==> src/hw/rtl/swsfr_pkg.sv <==
`timescale 1ns / 1ps

package swsfr_pkg;

    // Default sizing
    localparam int MAX_WINDOW_DEF = 16;
    localparam int SEQ_BITS_DEF   = 32;
    localparam int DATA_BITS_DEF  = 64;

    // Configuration register fields
    localparam int WIN_W   = 5;
    localparam int LIMIT_W = 3;
    localparam int DUP_W   = 3;

    localparam logic [WIN_W-1:0]   WINDOW_RST = 5'd4;
    localparam logic [LIMIT_W-1:0] LIMIT_RST  = 3'd4;
    localparam logic [LIMIT_W-1:0] LIMIT_MIN  = 3'd2;
    localparam logic [DUP_W-1:0]   DUP_MAX    = 3'd7;

    // Register index, taken from byte address bit 2
    localparam logic REG_WINDOW    = 1'b0;
    localparam logic REG_DUP_LIMIT = 1'b1;

    // Function codes on the command channel
    localparam logic [1:0] FUNC_SEND  = 2'd0;
    localparam logic [1:0] FUNC_ACK   = 2'd1;
    localparam logic [1:0] FUNC_TIMER = 2'd2;

    // Classified operation handed from front to back
    typedef enum logic [1:0] {
        OP_SEND,
        OP_ACK,
        OP_TIMEOUT,
        OP_NONE
    } op_t;

endpackage

==> src/hw/rtl/swsfr_ram.sv <==
`timescale 1ns / 1ps

module swsfr_ram #(
    parameter int WIDTH = 64,
    parameter int DEPTH = 16,
    parameter int AW    = (DEPTH > 1) ? $clog2(DEPTH) : 1
) (
    input  logic             clk,
    input  logic             we,
    input  logic [AW-1:0]    waddr,
    input  logic [WIDTH-1:0] wdata,
    input  logic             re,
    input  logic [AW-1:0]    raddr,
    output logic [WIDTH-1:0] rdata
);

    logic [WIDTH-1:0] mem [DEPTH];
    logic [WIDTH-1:0] rdata_reg;

    // One write port, one registered read port
    always_ff @(posedge clk)
    begin
        if (we)
        begin
            mem[waddr] <= wdata;
        end
        if (re)
        begin
            rdata_reg <= mem[raddr];
        end
    end

    assign rdata = rdata_reg;

endmodule

==> src/hw/rtl/swsfr_front.sv <==
`timescale 1ns / 1ps

module swsfr_front #(
    parameter int SEQ_BITS  = 32,
    parameter int DATA_BITS = 64
) (
    input  logic                 clk,
    input  logic                 rst_n,
    // command side
    input  logic                 take,
    input  logic [1:0]           func,
    input  logic [DATA_BITS-1:0] payload,
    input  logic [SEQ_BITS-1:0]  ack_seq,
    input  logic                 ack_checksum_ok,
    output logic                 room,
    // queue head toward the back end
    output logic                 q_valid,
    output swsfr_pkg::op_t       q_op,
    output logic [DATA_BITS-1:0] q_payload,
    output logic [SEQ_BITS-1:0]  q_ack,
    output logic                 q_ck_ok,
    input  logic                 q_pop
);

    import swsfr_pkg::*;

    localparam int QDEPTH = 2;

    op_t                  op_q      [QDEPTH];
    logic [DATA_BITS-1:0] payload_q [QDEPTH];
    logic [SEQ_BITS-1:0]  ack_q     [QDEPTH];
    logic                 ck_q      [QDEPTH];

    logic       wr_ptr_reg, wr_ptr_next;
    logic       rd_ptr_reg, rd_ptr_next;
    logic [1:0] count_reg, count_next;
    logic       push;
    logic       pop;
    op_t        op_class;

    // Decode the function code
    always_comb
    begin
        case (func)
            FUNC_SEND:  op_class = OP_SEND;
            FUNC_ACK:   op_class = OP_ACK;
            FUNC_TIMER: op_class = OP_TIMEOUT;
            default:    op_class = OP_NONE;
        endcase
    end

    assign room    = (count_reg != 2'(QDEPTH));
    assign push    = take && room;
    assign q_valid = (count_reg != 2'd0);
    assign pop     = q_pop && q_valid;

    // Queue pointers and fill count
    always_comb
    begin
        wr_ptr_next = push ? ~wr_ptr_reg : wr_ptr_reg;
        rd_ptr_next = pop ? ~rd_ptr_reg : rd_ptr_reg;
        count_next  = count_reg;
        if (push && !pop)
        begin
            count_next = count_reg + 2'd1;
        end
        else if (pop && !push)
        begin
            count_next = count_reg - 2'd1;
        end
    end

    always_ff @(posedge clk or negedge rst_n)
    begin
        if (!rst_n)
        begin
            wr_ptr_reg <= 1'b0;
            rd_ptr_reg <= 1'b0;
            count_reg  <= 2'd0;
        end
        else
        begin
            wr_ptr_reg <= wr_ptr_next;
            rd_ptr_reg <= rd_ptr_next;
            count_reg  <= count_next;
        end
    end

    // Queue entries, no reset needed
    always_ff @(posedge clk)
    begin
        if (push)
        begin
            op_q[wr_ptr_reg]      <= op_class;
            payload_q[wr_ptr_reg] <= payload;
            ack_q[wr_ptr_reg]     <= ack_seq;
            ck_q[wr_ptr_reg]      <= ack_checksum_ok;
        end
    end

    assign q_op      = op_q[rd_ptr_reg];
    assign q_payload = payload_q[rd_ptr_reg];
    assign q_ack     = ack_q[rd_ptr_reg];
    assign q_ck_ok   = ck_q[rd_ptr_reg];

endmodule

==> src/hw/rtl/swsfr_back.sv <==
`timescale 1ns / 1ps

module swsfr_back #(
    parameter int MAX_WINDOW = 16,
    parameter int SEQ_BITS   = 32,
    parameter int DATA_BITS  = 64
) (
    input  logic                          clk,
    input  logic                          rst_n,
    // configuration
    input  logic [swsfr_pkg::WIN_W-1:0]   cfg_window,
    input  logic [swsfr_pkg::LIMIT_W-1:0] cfg_limit,
    // queue head
    input  logic                          q_valid,
    input  swsfr_pkg::op_t                q_op,
    input  logic [DATA_BITS-1:0]          q_payload,
    input  logic [SEQ_BITS-1:0]           q_ack,
    input  logic                          q_ck_ok,
    output logic                          q_pop,
    // results
    output logic                          done,
    output logic                          accepted,
    output logic                          window_full,
    output logic                          tx_valid,
    output logic [SEQ_BITS-1:0]           tx_seq,
    output logic [DATA_BITS-1:0]          tx_data,
    output logic                          timer_stop,
    output logic [SEQ_BITS-1:0]           stop_seq,
    output logic                          timer_start,
    output logic [SEQ_BITS-1:0]           start_seq
);

    import swsfr_pkg::*;

    localparam int SLOT_W = (MAX_WINDOW > 1) ? $clog2(MAX_WINDOW) : 1;
    localparam int SUM_W  = SLOT_W + 1;
    localparam int CW     = SEQ_BITS + 1;

    typedef enum logic {
        B_EXEC,
        B_READ
    } bstate_t;

    bstate_t              state_reg, state_next;
    logic [SEQ_BITS-1:0]  base_reg, base_next;
    logic [SEQ_BITS-1:0]  next_reg, next_next;
    logic [DUP_W-1:0]     dup_reg, dup_next;
    logic                 full_reg, full_next;
    logic [SLOT_W-1:0]    slot_reg, slot_next;

    logic                 done_reg, done_next;
    logic                 acc_reg, acc_next;
    logic                 txv_reg, txv_next;
    logic [SEQ_BITS-1:0]  txs_reg, txs_next;
    logic [DATA_BITS-1:0] txd_reg, txd_next;
    logic                 stp_reg, stp_next;
    logic [SEQ_BITS-1:0]  stps_reg, stps_next;
    logic                 sta_reg, sta_next;
    logic [SEQ_BITS-1:0]  stas_reg, stas_next;

    logic [SEQ_BITS-1:0]  outstanding;
    logic [SEQ_BITS-1:0]  ack_off;
    logic [CW-1:0]        eff_win;
    logic [LIMIT_W-1:0]   eff_lim;
    logic [DUP_W-1:0]     dup_inc;
    logic                 has_room;
    logic                 ack_ok;
    logic [SUM_W-1:0]     send_sum;
    logic [SUM_W-1:0]     slide_sum;
    logic [SLOT_W-1:0]    send_slot;
    logic [SLOT_W-1:0]    slide_slot;

    logic                 ram_we;
    logic                 ram_re;
    logic [DATA_BITS-1:0] ram_rdata;

    // Window and limit with out-of-range values clamped
    always_comb
    begin
        eff_win = CW'(cfg_window);
        if (cfg_window == '0)
        begin
            eff_win = CW'(1);
        end
        else if (CW'(cfg_window) > CW'(MAX_WINDOW))
        begin
            eff_win = CW'(MAX_WINDOW);
        end
        eff_lim = (cfg_limit < LIMIT_MIN) ? LIMIT_MIN : cfg_limit;
    end

    // Window distances from the base
    assign outstanding = next_reg - base_reg;
    assign ack_off     = q_ack - base_reg;
    assign has_room    = (CW'(outstanding) < eff_win);
    assign ack_ok      = q_ck_ok && (outstanding != '0) && (ack_off <= outstanding);
    assign dup_inc     = (dup_reg == DUP_MAX) ? DUP_MAX : dup_reg + DUP_W'(1);

    // Ring slots: both sums stay below twice the depth
    assign send_sum  = SUM_W'(slot_reg) + outstanding[SUM_W-1:0];
    assign slide_sum = SUM_W'(slot_reg) + ack_off[SUM_W-1:0];
    assign send_slot = (send_sum >= SUM_W'(MAX_WINDOW)) ?
                       SLOT_W'(send_sum - SUM_W'(MAX_WINDOW)) : SLOT_W'(send_sum);
    assign slide_slot = (slide_sum >= SUM_W'(MAX_WINDOW)) ?
                        SLOT_W'(slide_sum - SUM_W'(MAX_WINDOW)) : SLOT_W'(slide_sum);

    // Execute one queued word
    always_comb
    begin
        state_next = state_reg;
        base_next  = base_reg;
        next_next  = next_reg;
        dup_next   = dup_reg;
        full_next  = full_reg;
        slot_next  = slot_reg;
        done_next  = 1'b0;
        acc_next   = acc_reg;
        txv_next   = txv_reg;
        txs_next   = txs_reg;
        txd_next   = txd_reg;
        stp_next   = stp_reg;
        stps_next  = stps_reg;
        sta_next   = sta_reg;
        stas_next  = stas_reg;
        q_pop      = 1'b0;
        ram_we     = 1'b0;
        ram_re     = 1'b0;

        case (state_reg)
            B_EXEC:
            begin
                if (q_valid)
                begin
                    q_pop     = 1'b1;
                    done_next = 1'b1;
                    acc_next  = 1'b0;
                    txv_next  = 1'b0;
                    txs_next  = '0;
                    txd_next  = '0;
                    stp_next  = 1'b0;
                    stps_next = '0;
                    sta_next  = 1'b0;
                    stas_next = '0;
                    case (q_op)
                        OP_SEND:
                        begin
                            if (has_room)
                            begin
                                ram_we    = 1'b1;
                                full_next = 1'b0;
                                acc_next  = 1'b1;
                                txv_next  = 1'b1;
                                txs_next  = next_reg;
                                txd_next  = q_payload;
                                if (outstanding == '0)
                                begin
                                    sta_next  = 1'b1;
                                    stas_next = next_reg;
                                end
                                next_next = next_reg + SEQ_BITS'(1);
                            end
                            else
                            begin
                                full_next = 1'b1;
                            end
                        end
                        OP_ACK:
                        begin
                            if (ack_ok)
                            begin
                                if (ack_off == '0)
                                begin
                                    // duplicate ack
                                    dup_next = dup_inc;
                                    if (dup_inc >= eff_lim)
                                    begin
                                        dup_next   = '0;
                                        ram_re     = 1'b1;
                                        done_next  = 1'b0;
                                        state_next = B_READ;
                                        txv_next   = 1'b1;
                                        txs_next   = base_reg;
                                        stp_next   = 1'b1;
                                        stps_next  = base_reg;
                                        sta_next   = 1'b1;
                                        stas_next  = base_reg;
                                    end
                                end
                                else
                                begin
                                    // new ack slides the window
                                    stp_next  = 1'b1;
                                    stps_next = base_reg;
                                    slot_next = slide_slot;
                                    base_next = q_ack;
                                    dup_next  = DUP_W'(1);
                                    if (q_ack != next_reg)
                                    begin
                                        sta_next  = 1'b1;
                                        stas_next = q_ack;
                                    end
                                end
                            end
                        end
                        OP_TIMEOUT:
                        begin
                            if (outstanding != '0)
                            begin
                                ram_re     = 1'b1;
                                done_next  = 1'b0;
                                state_next = B_READ;
                                txv_next   = 1'b1;
                                txs_next   = base_reg;
                                stp_next   = 1'b1;
                                stps_next  = base_reg;
                                sta_next   = 1'b1;
                                stas_next  = base_reg;
                            end
                        end
                        default:
                        begin
                        end
                    endcase
                end
            end
            B_READ:
            begin
                // oldest payload arrives from the ring
                txd_next   = ram_rdata;
                done_next  = 1'b1;
                state_next = B_EXEC;
            end
            default:
            begin
                state_next = B_EXEC;
            end
        endcase
    end

    always_ff @(posedge clk or negedge rst_n)
    begin
        if (!rst_n)
        begin
            state_reg <= B_EXEC;
            base_reg  <= SEQ_BITS'(1);
            next_reg  <= SEQ_BITS'(1);
            dup_reg   <= '0;
            full_reg  <= 1'b0;
            slot_reg  <= '0;
            done_reg  <= 1'b0;
            acc_reg   <= 1'b0;
            txv_reg   <= 1'b0;
            txs_reg   <= '0;
            txd_reg   <= '0;
            stp_reg   <= 1'b0;
            stps_reg  <= '0;
            sta_reg   <= 1'b0;
            stas_reg  <= '0;
        end
        else
        begin
            state_reg <= state_next;
            base_reg  <= base_next;
            next_reg  <= next_next;
            dup_reg   <= dup_next;
            full_reg  <= full_next;
            slot_reg  <= slot_next;
            done_reg  <= done_next;
            acc_reg   <= acc_next;
            txv_reg   <= txv_next;
            txs_reg   <= txs_next;
            txd_reg   <= txd_next;
            stp_reg   <= stp_next;
            stps_reg  <= stps_next;
            sta_reg   <= sta_next;
            stas_reg  <= stas_next;
        end
    end

    // Payload ring
    swsfr_ram #(
        .WIDTH (DATA_BITS),
        .DEPTH (MAX_WINDOW),
        .AW    (SLOT_W)
    ) u_ring (
        .clk   (clk),
        .we    (ram_we),
        .waddr (send_slot),
        .wdata (q_payload),
        .re    (ram_re),
        .raddr (slot_reg),
        .rdata (ram_rdata)
    );

    assign done        = done_reg;
    assign accepted    = acc_reg;
    assign window_full = full_reg;
    assign tx_valid    = txv_reg;
    assign tx_seq      = txs_reg;
    assign tx_data     = txd_reg;
    assign timer_stop  = stp_reg;
    assign stop_seq    = stps_reg;
    assign timer_start = sta_reg;
    assign start_seq   = stas_reg;

endmodule

==> src/hw/rtl/sliding_window_sender_fast_retransmit.sv <==
`timescale 1ns / 1ps

// Sender side of a sliding-window transfer with cumulative acks and fast retransmit.
// Command channel: drive func/payload/ack_seq/ack_checksum_ok with start high; the
// word is taken at the edge where start is high and busy is low. func selects a
// send request, an ack arrival or a timer expiry; func 3 gives an empty result.
// Result channel: every command gives exactly one result word, shown for one cycle
// with done high. Fields that do not apply read zero; window_full always shows the
// refusal flag. The receiver cannot stall, so nothing is ever held back.
// done is registered after the word passes the front queue and the back end; a resend
// of the oldest packet adds the B_READ state, as the ring has a registered read port.
// busy stays high until done is shown, so commands never overlap. Timer start/stop
// are commands to an outside timer; the block does not count time. Reset: base and
// next sequence 1, duplicate count 0, flag clear, window 4, limit 4. The ring needs
// no clearing: only entries written by accepted sends are read. The user writes the
// APB registers (window_size at 0x0, dup_ack_limit at 0x4) only while idle; unchecked.

module sliding_window_sender_fast_retransmit #(
    parameter int MAX_WINDOW = swsfr_pkg::MAX_WINDOW_DEF,
    parameter int SEQ_BITS   = swsfr_pkg::SEQ_BITS_DEF,
    parameter int DATA_BITS  = swsfr_pkg::DATA_BITS_DEF
) (
    input  logic                 clk,
    input  logic                 rst_n,
    // configuration port
    input  logic                 psel,
    input  logic                 penable,
    input  logic                 pwrite,
    input  logic [2:0]           paddr,
    input  logic [31:0]          pwdata,
    output logic [31:0]          prdata,
    output logic                 pready,
    // command channel
    input  logic                 start,
    output logic                 busy,
    input  logic [1:0]           func,
    input  logic [DATA_BITS-1:0] payload,
    input  logic [SEQ_BITS-1:0]  ack_seq,
    input  logic                 ack_checksum_ok,
    // result channel
    output logic                 done,
    output logic                 accepted,
    output logic                 window_full,
    output logic                 tx_valid,
    output logic [SEQ_BITS-1:0]  tx_seq,
    output logic [DATA_BITS-1:0] tx_data,
    output logic                 timer_stop,
    output logic [SEQ_BITS-1:0]  stop_seq,
    output logic                 timer_start,
    output logic [SEQ_BITS-1:0]  start_seq
);

    import swsfr_pkg::*;

    logic [WIN_W-1:0]     window_reg, window_next;
    logic [LIMIT_W-1:0]   limit_reg, limit_next;
    logic                 busy_reg, busy_next;
    logic                 cfg_wr;
    logic                 take;
    logic                 room;

    logic                 q_valid;
    op_t                  q_op;
    logic [DATA_BITS-1:0] q_payload;
    logic [SEQ_BITS-1:0]  q_ack;
    logic                 q_ck_ok;
    logic                 q_pop;

    // Register file
    assign pready = 1'b1;
    assign cfg_wr = psel && penable && pwrite && pready;

    always_comb
    begin
        window_next = window_reg;
        limit_next  = limit_reg;
        if (cfg_wr)
        begin
            if (paddr[2] == REG_WINDOW)
            begin
                window_next = pwdata[WIN_W-1:0];
            end
            else
            begin
                limit_next = pwdata[LIMIT_W-1:0];
            end
        end
    end

    assign prdata = (paddr[2] == REG_DUP_LIMIT) ? 32'(limit_reg) : 32'(window_reg);

    // One command in flight at a time
    assign take = start && !busy_reg && room;
    always_comb
    begin
        busy_next = busy_reg;
        if (take)
        begin
            busy_next = 1'b1;
        end
        else if (done)
        begin
            busy_next = 1'b0;
        end
    end
    assign busy = busy_reg || !room;

    always_ff @(posedge clk or negedge rst_n)
    begin
        if (!rst_n)
        begin
            window_reg <= WINDOW_RST;
            limit_reg  <= LIMIT_RST;
            busy_reg   <= 1'b0;
        end
        else
        begin
            window_reg <= window_next;
            limit_reg  <= limit_next;
            busy_reg   <= busy_next;
        end
    end

    swsfr_front #(
        .SEQ_BITS  (SEQ_BITS),
        .DATA_BITS (DATA_BITS)
    ) u_front (
        .clk             (clk),
        .rst_n           (rst_n),
        .take            (take),
        .func            (func),
        .payload         (payload),
        .ack_seq         (ack_seq),
        .ack_checksum_ok (ack_checksum_ok),
        .room            (room),
        .q_valid         (q_valid),
        .q_op            (q_op),
        .q_payload       (q_payload),
        .q_ack           (q_ack),
        .q_ck_ok         (q_ck_ok),
        .q_pop           (q_pop)
    );

    swsfr_back #(
        .MAX_WINDOW (MAX_WINDOW),
        .SEQ_BITS   (SEQ_BITS),
        .DATA_BITS  (DATA_BITS)
    ) u_back (
        .clk         (clk),
        .rst_n       (rst_n),
        .cfg_window  (window_reg),
        .cfg_limit   (limit_reg),
        .q_valid     (q_valid),
        .q_op        (q_op),
        .q_payload   (q_payload),
        .q_ack       (q_ack),
        .q_ck_ok     (q_ck_ok),
        .q_pop       (q_pop),
        .done        (done),
        .accepted    (accepted),
        .window_full (window_full),
        .tx_valid    (tx_valid),
        .tx_seq      (tx_seq),
        .tx_data     (tx_data),
        .timer_stop  (timer_stop),
        .stop_seq    (stop_seq),
        .timer_start (timer_start),
        .start_seq   (start_seq)
    );

endmodule
==> config.mk <==
export PLATFORM = sky130hd
export DESIGN_NAME = sliding_window_sender_fast_retransmit
export DESIGN_NICKNAME = d
export VERILOG_FILES = /design/src/hw/rtl/swsfr_pkg.sv /design/src/hw/rtl/swsfr_ram.sv /design/src/hw/rtl/swsfr_front.sv /design/src/hw/rtl/swsfr_back.sv /design/src/hw/rtl/sliding_window_sender_fast_retransmit.sv
export SDC_FILE = /design/constraint.sdc
export NUM_CORES = 2
export LEC_CHECK = 0
export BUFFER_PORTS_ARGS = -buffer_cell sky130_fd_sc_hd__clkbuf_2
export CELL_PAD_IN_SITES_DETAIL_PLACEMENT = 0
export CELL_PAD_IN_SITES_GLOBAL_PLACEMENT = 1
export CORE_AREA = 2 2 350 352
export CTS_BUF_LIST = sky130_fd_sc_hd__clkbuf_16
export CTS_CLUSTER_DIAMETER = 150
export CTS_CLUSTER_SIZE = 8
export DETAILED_ROUTE_END_ITERATION = 7
export DIE_AREA = 0 0 352 354
export GPL_ROUTABILITY_DRIVEN = 0
export GPL_TIMING_DRIVEN = 1
export HOLD_SLACK_MARGIN = 0.15
export PLACE_DENSITY = 0.89
export SLEW_MARGIN = 30
export SYNTH_ARGS = -nofsm -noshare
export SYNTH_HDL_FRONTEND = slang
export SYNTH_HIERARCHICAL = 1
export SYNTH_SLANG_ARGS = --single-unit
export TNS_END_PERCENT = 5
==> constraint.sdc <==
create_clock -name clk -period 36.8 [get_ports clk]
set_clock_uncertainty 0.15 [all_clocks]
set_input_delay 1.84 -clock clk [delete_from_list [all_inputs] [get_ports clk]]
set_output_delay 1.84 -clock clk [all_outputs]
set_load 0.01 [all_outputs]
==> results.tsv <==
metric	value	unit
grt_pass1_vias	41300	
holdPathEnd	u_back/tx_data[26]$_DFFE_PN0P_	
asyncSetResetFlopFracSynth	16.3	%
seq_area	44900	µm²
dp_slack	28420	ps
postLayoutCellArea	75100	µm²
dr.first_iter.drc_count	5453	
worst_slew_slack_as_a_fraction_of_its_limit	28.5	%
worst_pin_slew	1070	ps
post_synth_edffs	1286	
largest_register_ff_count	1024	
synth_area_in_compound_gates	7.83	%
num_io_pins	340	
period_share	23.2	%
number_of_instances_in_the_placed_design	5710	
pin_count_of_the_biggest_net_entering_global_routing	137	
synth_cell_type_count	101	
whs_path_depth	2	
synth_top_family_by_area	multiplexers	
number_of_hold_slack_violations_in_the_final_timing_report	0	
area_used_by_multi_input_combinational_logic	19500	µm²
routed_antenna_nets	0	
yosys-mux-area-fraction	11.9	%
adder_and_majority_gate_portion_of_the_synthesized_area	2.27	%
drv_cap	0	
fp.dieH	354	µm
critPathLaunchType	register	
place_area	68700	µm²
fp-row-count	128	
cts-root-buf	sky130_fd_sc_hd__clkbuf_16	
fin_nets	4562	
route.detailed.wl_per_inst	30.6	µm
syn_area_per_cell	16.6	µm²
outcome	finished clean	
cts_hold_buffers	0	
yosys.area_share.xor_xnor	1.40	%
setup_viol	0	
cts_buffers	210	
drt_pass1_iterations	6	
timing.critical_path.max_delay_family	compound AO/OA/AOI/OAI gates	
placeable_area	121000	µm²
largest_register_by_flop_count	u_back/u_ring/mem	
regToRegEndpoint	u_back/u_ring/rdata[43]$_DFFE_PP_	
globalRoute.totalOverflow	0	
port-buffer-count	282	
synth.area.top_cells	sky130_fd_sc_hd__edfxtp_1 (59%), sky130_fd_sc_hd__dfrtp_1 (9.4%), sky130_fd_sc_hd__mux4_2 (8.8%), sky130_fd_sc_hd__mux2_4 (2.3%), sky130_fd_sc_hd__ha_1 (2.1%)	
crit-reg2reg-launch	u_front/rd_ptr_reg$_DFFE_PN0P_	
post_drt_via_cell_ratio	6.59	
tritoncts_clock_tree	done	
fin_ws	28240	ps
grt_antenna_before_repair	8	
totalNegativeSetupSlack	0	ps
critical_path.n_buffers_inverters	3	
cts_post_setup_buffers_inserted	0	
fillerInstances	8132	
global_route.peak_usage_layer	met2	
layout-area-overhead-vs-synth	14.1	%
synthesis.area	65900	µm²
cts_max_level	4	
detailedPlacementHpwl	97.1	mm
use_met3	7.06	%
synthFlopType	sky130_fd_sc_hd__edfxtp_1	
yosysWarnings	6	
r2r_slack	28240	ps
reg2reg_depth	21	
worstPathCellList	mux2_4 > ha_1 > and2_1 > o21ai_0 > nand2_1 > a31o_4 > a2111oi_0 > o31ai_1 > a21oi_1 > xnor2_1 > buf_4 > ha_1 > nand4_1 > nor4_1 > nand4_1 > a21boi_0 > nand2b_1 > o41a_1 > nor4_2 > buf_4 > buf_4	
p_per_area	85.7	nW/µm²
met1_capacity_usage_during_global_routing	38.4	%
slew_violations	0	
grt_pass1_wl	272	mm
met2_track_demand_over_resource_in_global_routing	48.4	%
clock_latency_late_sink	840	ps
synthesis.instances	3974	
crit_slowest_cell	sky130_fd_sc_hd__dfrtp_4	
crit_path_max_fanout	38	
share_of_post_route_cells_with_drive_strength_above_1	22.9	%
fmax	117	MHz
groute.usage.overall	29.6	%
clock-sinks	1537	
critical_path_class	reg -> reg	
worst_case_clock_buffer_depth	3	
finalWorstPathRequiredPeriod	8560	ps
finalNonFillerCells	6102	
worstHoldStart	u_back/u_ring/rdata[26]$_DFFE_PP_	
ys_seq_elements	1537	
worst_path_largest_cell_delay	1010	ps
synth_area_leader_cell	sky130_fd_sc_hd__edfxtp_1	
worstPathArrival	8850	ps
reg.largest.list	u_back/u_ring/mem: 1024 flops, u_front/payload_q: 128 flops	
die_w	352	µm
post-route-drc-count	0	
clkSlewWorstSetupHoldPaths	60	ps
power_leakage	27.6	nW
grt_setup_unrepaired	no	
min_path_type	reg -> reg	
vias_after_detailed_routing	40200	
vdd_drop_max	0.0753	mV
cells_resized_by_post_cts_repair	0	
design_power_total	6.44	mW
share_of_the_yosys_chip_area_belonging_to_registers	68.2	%
drt_total_wl	187	mm
fp.dieArea	125000	µm²
worstPathRequired	37090	ps
start_util	54.5	%
synth_top_cell_area_share	58.6	%
synthesized_area_fraction_occupied_by_and_or_nand_nor_cells	5.79	%
crit_end_element	register	
crit_path_frequent_cell	sky130_fd_sc_hd__buf_4	
through the flow:
step,hold slack (ps),utilization (%)
after floorplan,276,-
after global placement,287,56.8
after detailed placement,291,56.8
after CTS,302,62.0
after global routing,334,62.1
final,314,62.1
cells by family after synthesis:
kind of cell	count (synthesis)
compound gates	730
mux	408
other cells	2
buf+inv	332
simple gates	743
flops	1537
xor+xnor	105
fa+ha+maj	117
layer usage:
layer | wire [µm] | vias up | part of all wire [%]
met2 | 91800 | 2986 | 49
met1 | 66800 | 20300 | 36
met4 | 6970 | 12 | 3.7
met5 | 80 | - | 0.043
met3 | 21000 | 463 | 11
li1 | - | 16400 | -
worst max-delay path by stage:
stage | from | endpoint | slack (ps) | cells after the start
3_5_place_dp | u_front/rd_ptr_reg$_DFFE_PN0P_ | u_back/u_ring/rdata[41]$_DFFE_PP_ | 28420 | 21
5_1_grt | u_front/rd_ptr_reg$_DFFE_PN0P_ | u_back/u_ring/rdata[41]$_DFFE_PP_ | 27870 | 21
2_1_floorplan | u_front/rd_ptr_reg$_DFFE_PN0P_ | u_back/state_reg$_DFF_PN0_ | 24940 | 21
6_report | u_front/rd_ptr_reg$_DFFE_PN0P_ | u_back/u_ring/rdata[43]$_DFFE_PP_ | 28240 | 21
4_1_cts | u_front/rd_ptr_reg$_DFFE_PN0P_ | u_back/u_ring/rdata[41]$_DFFE_PP_ | 28360 | 21
3_3_place_gp | u_front/rd_ptr_reg$_DFFE_PN0P_ | u_back/u_ring/rdata[41]$_DFFE_PP_ | 28370 | 20
layout by cell type (no fill, tap or decap), types with 46 or more instances in the layout:
cell type	netlist	routed
sky130_fd_sc_hd__a31oi_1	69	69
sky130_fd_sc_hd__nor2_1	87	72
sky130_fd_sc_hd__ha_1	113	113
sky130_fd_sc_hd__xnor2_1	70	70
sky130_fd_sc_hd__a221o_1	60	60
sky130_fd_sc_hd__nand3_1	68	68
sky130_fd_sc_hd__a22oi_1	132	132
sky130_fd_sc_hd__clkbuf_2	1	281
sky130_fd_sc_hd__dfrtp_1	247	243
sky130_fd_sc_hd__clkbuf_16	0	211
sky130_fd_sc_hd__mux2_4	99	99
sky130_fd_sc_hd__o21ai_0	143	143
sky130_fd_sc_hd__mux4_2	256	256
sky130_fd_sc_hd__nor2b_1	71	69
sky130_fd_sc_hd__buf_4	37	48
sky130_fd_sc_hd__nand2_1	257	257
sky130_fd_sc_hd__a21oi_1	80	80
sky130_fd_sc_hd__edfxtp_1	1286	1286
sky130_fd_sc_hd__nand4_1	46	46
sky130_fd_sc_hd__inv_1	75	233
power breakdown:
| group | switching [mW] | internal (mW) |
|---|---|---|
| registers | 0.156 | 2.21 |
| logic | 1.42 | 0.862 |
| clock network | 0.763 | 1.03 |
| total | 2.34 | 4.10 |
Yosys cell counts, types with 45 or more instances:
cell type and n:
sky130_fd_sc_hd__nor2b_1 71, sky130_fd_sc_hd__a221o_1 60, sky130_fd_sc_hd__nor3_1 45, sky130_fd_sc_hd__nor2_1 87, sky130_fd_sc_hd__o21ai_0 143, sky130_fd_sc_hd__inv_1 75
sky130_fd_sc_hd__nand2_1 257, sky130_fd_sc_hd__mux4_2 256, sky130_fd_sc_hd__and2_1 45, sky130_fd_sc_hd__a22oi_1 132, sky130_fd_sc_hd__a21oi_1 80, sky130_fd_sc_hd__mux2_4 99
sky130_fd_sc_hd__clkbuf_1 139, sky130_fd_sc_hd__ha_1 113, sky130_fd_sc_hd__dfrtp_1 247, sky130_fd_sc_hd__edfxtp_1 1286, sky130_fd_sc_hd__a31oi_1 69, sky130_fd_sc_hd__nand4_1 46
sky130_fd_sc_hd__nand3_1 68, sky130_fd_sc_hd__xnor2_1 70
worst min-delay path, stage by stage, from the launching register on:
cell and delay (ps):
sky130_fd_sc_hd__edfxtp_1 320, sky130_fd_sc_hd__nand2_1 40, sky130_fd_sc_hd__o21ai_0 60
cell type report:
cell class	count	area share, %
flip-flops and latches	1537	59.8
well taps	1625	2.71
diodes	1	0.00333
clock inverters	172	1.27
repair buffers	350	2.83
inverters	75	0.375
multi-input cells	2131	26.0
clock buffers	211	7.03
No activity file was read; power rests on OpenSTA's default activity.
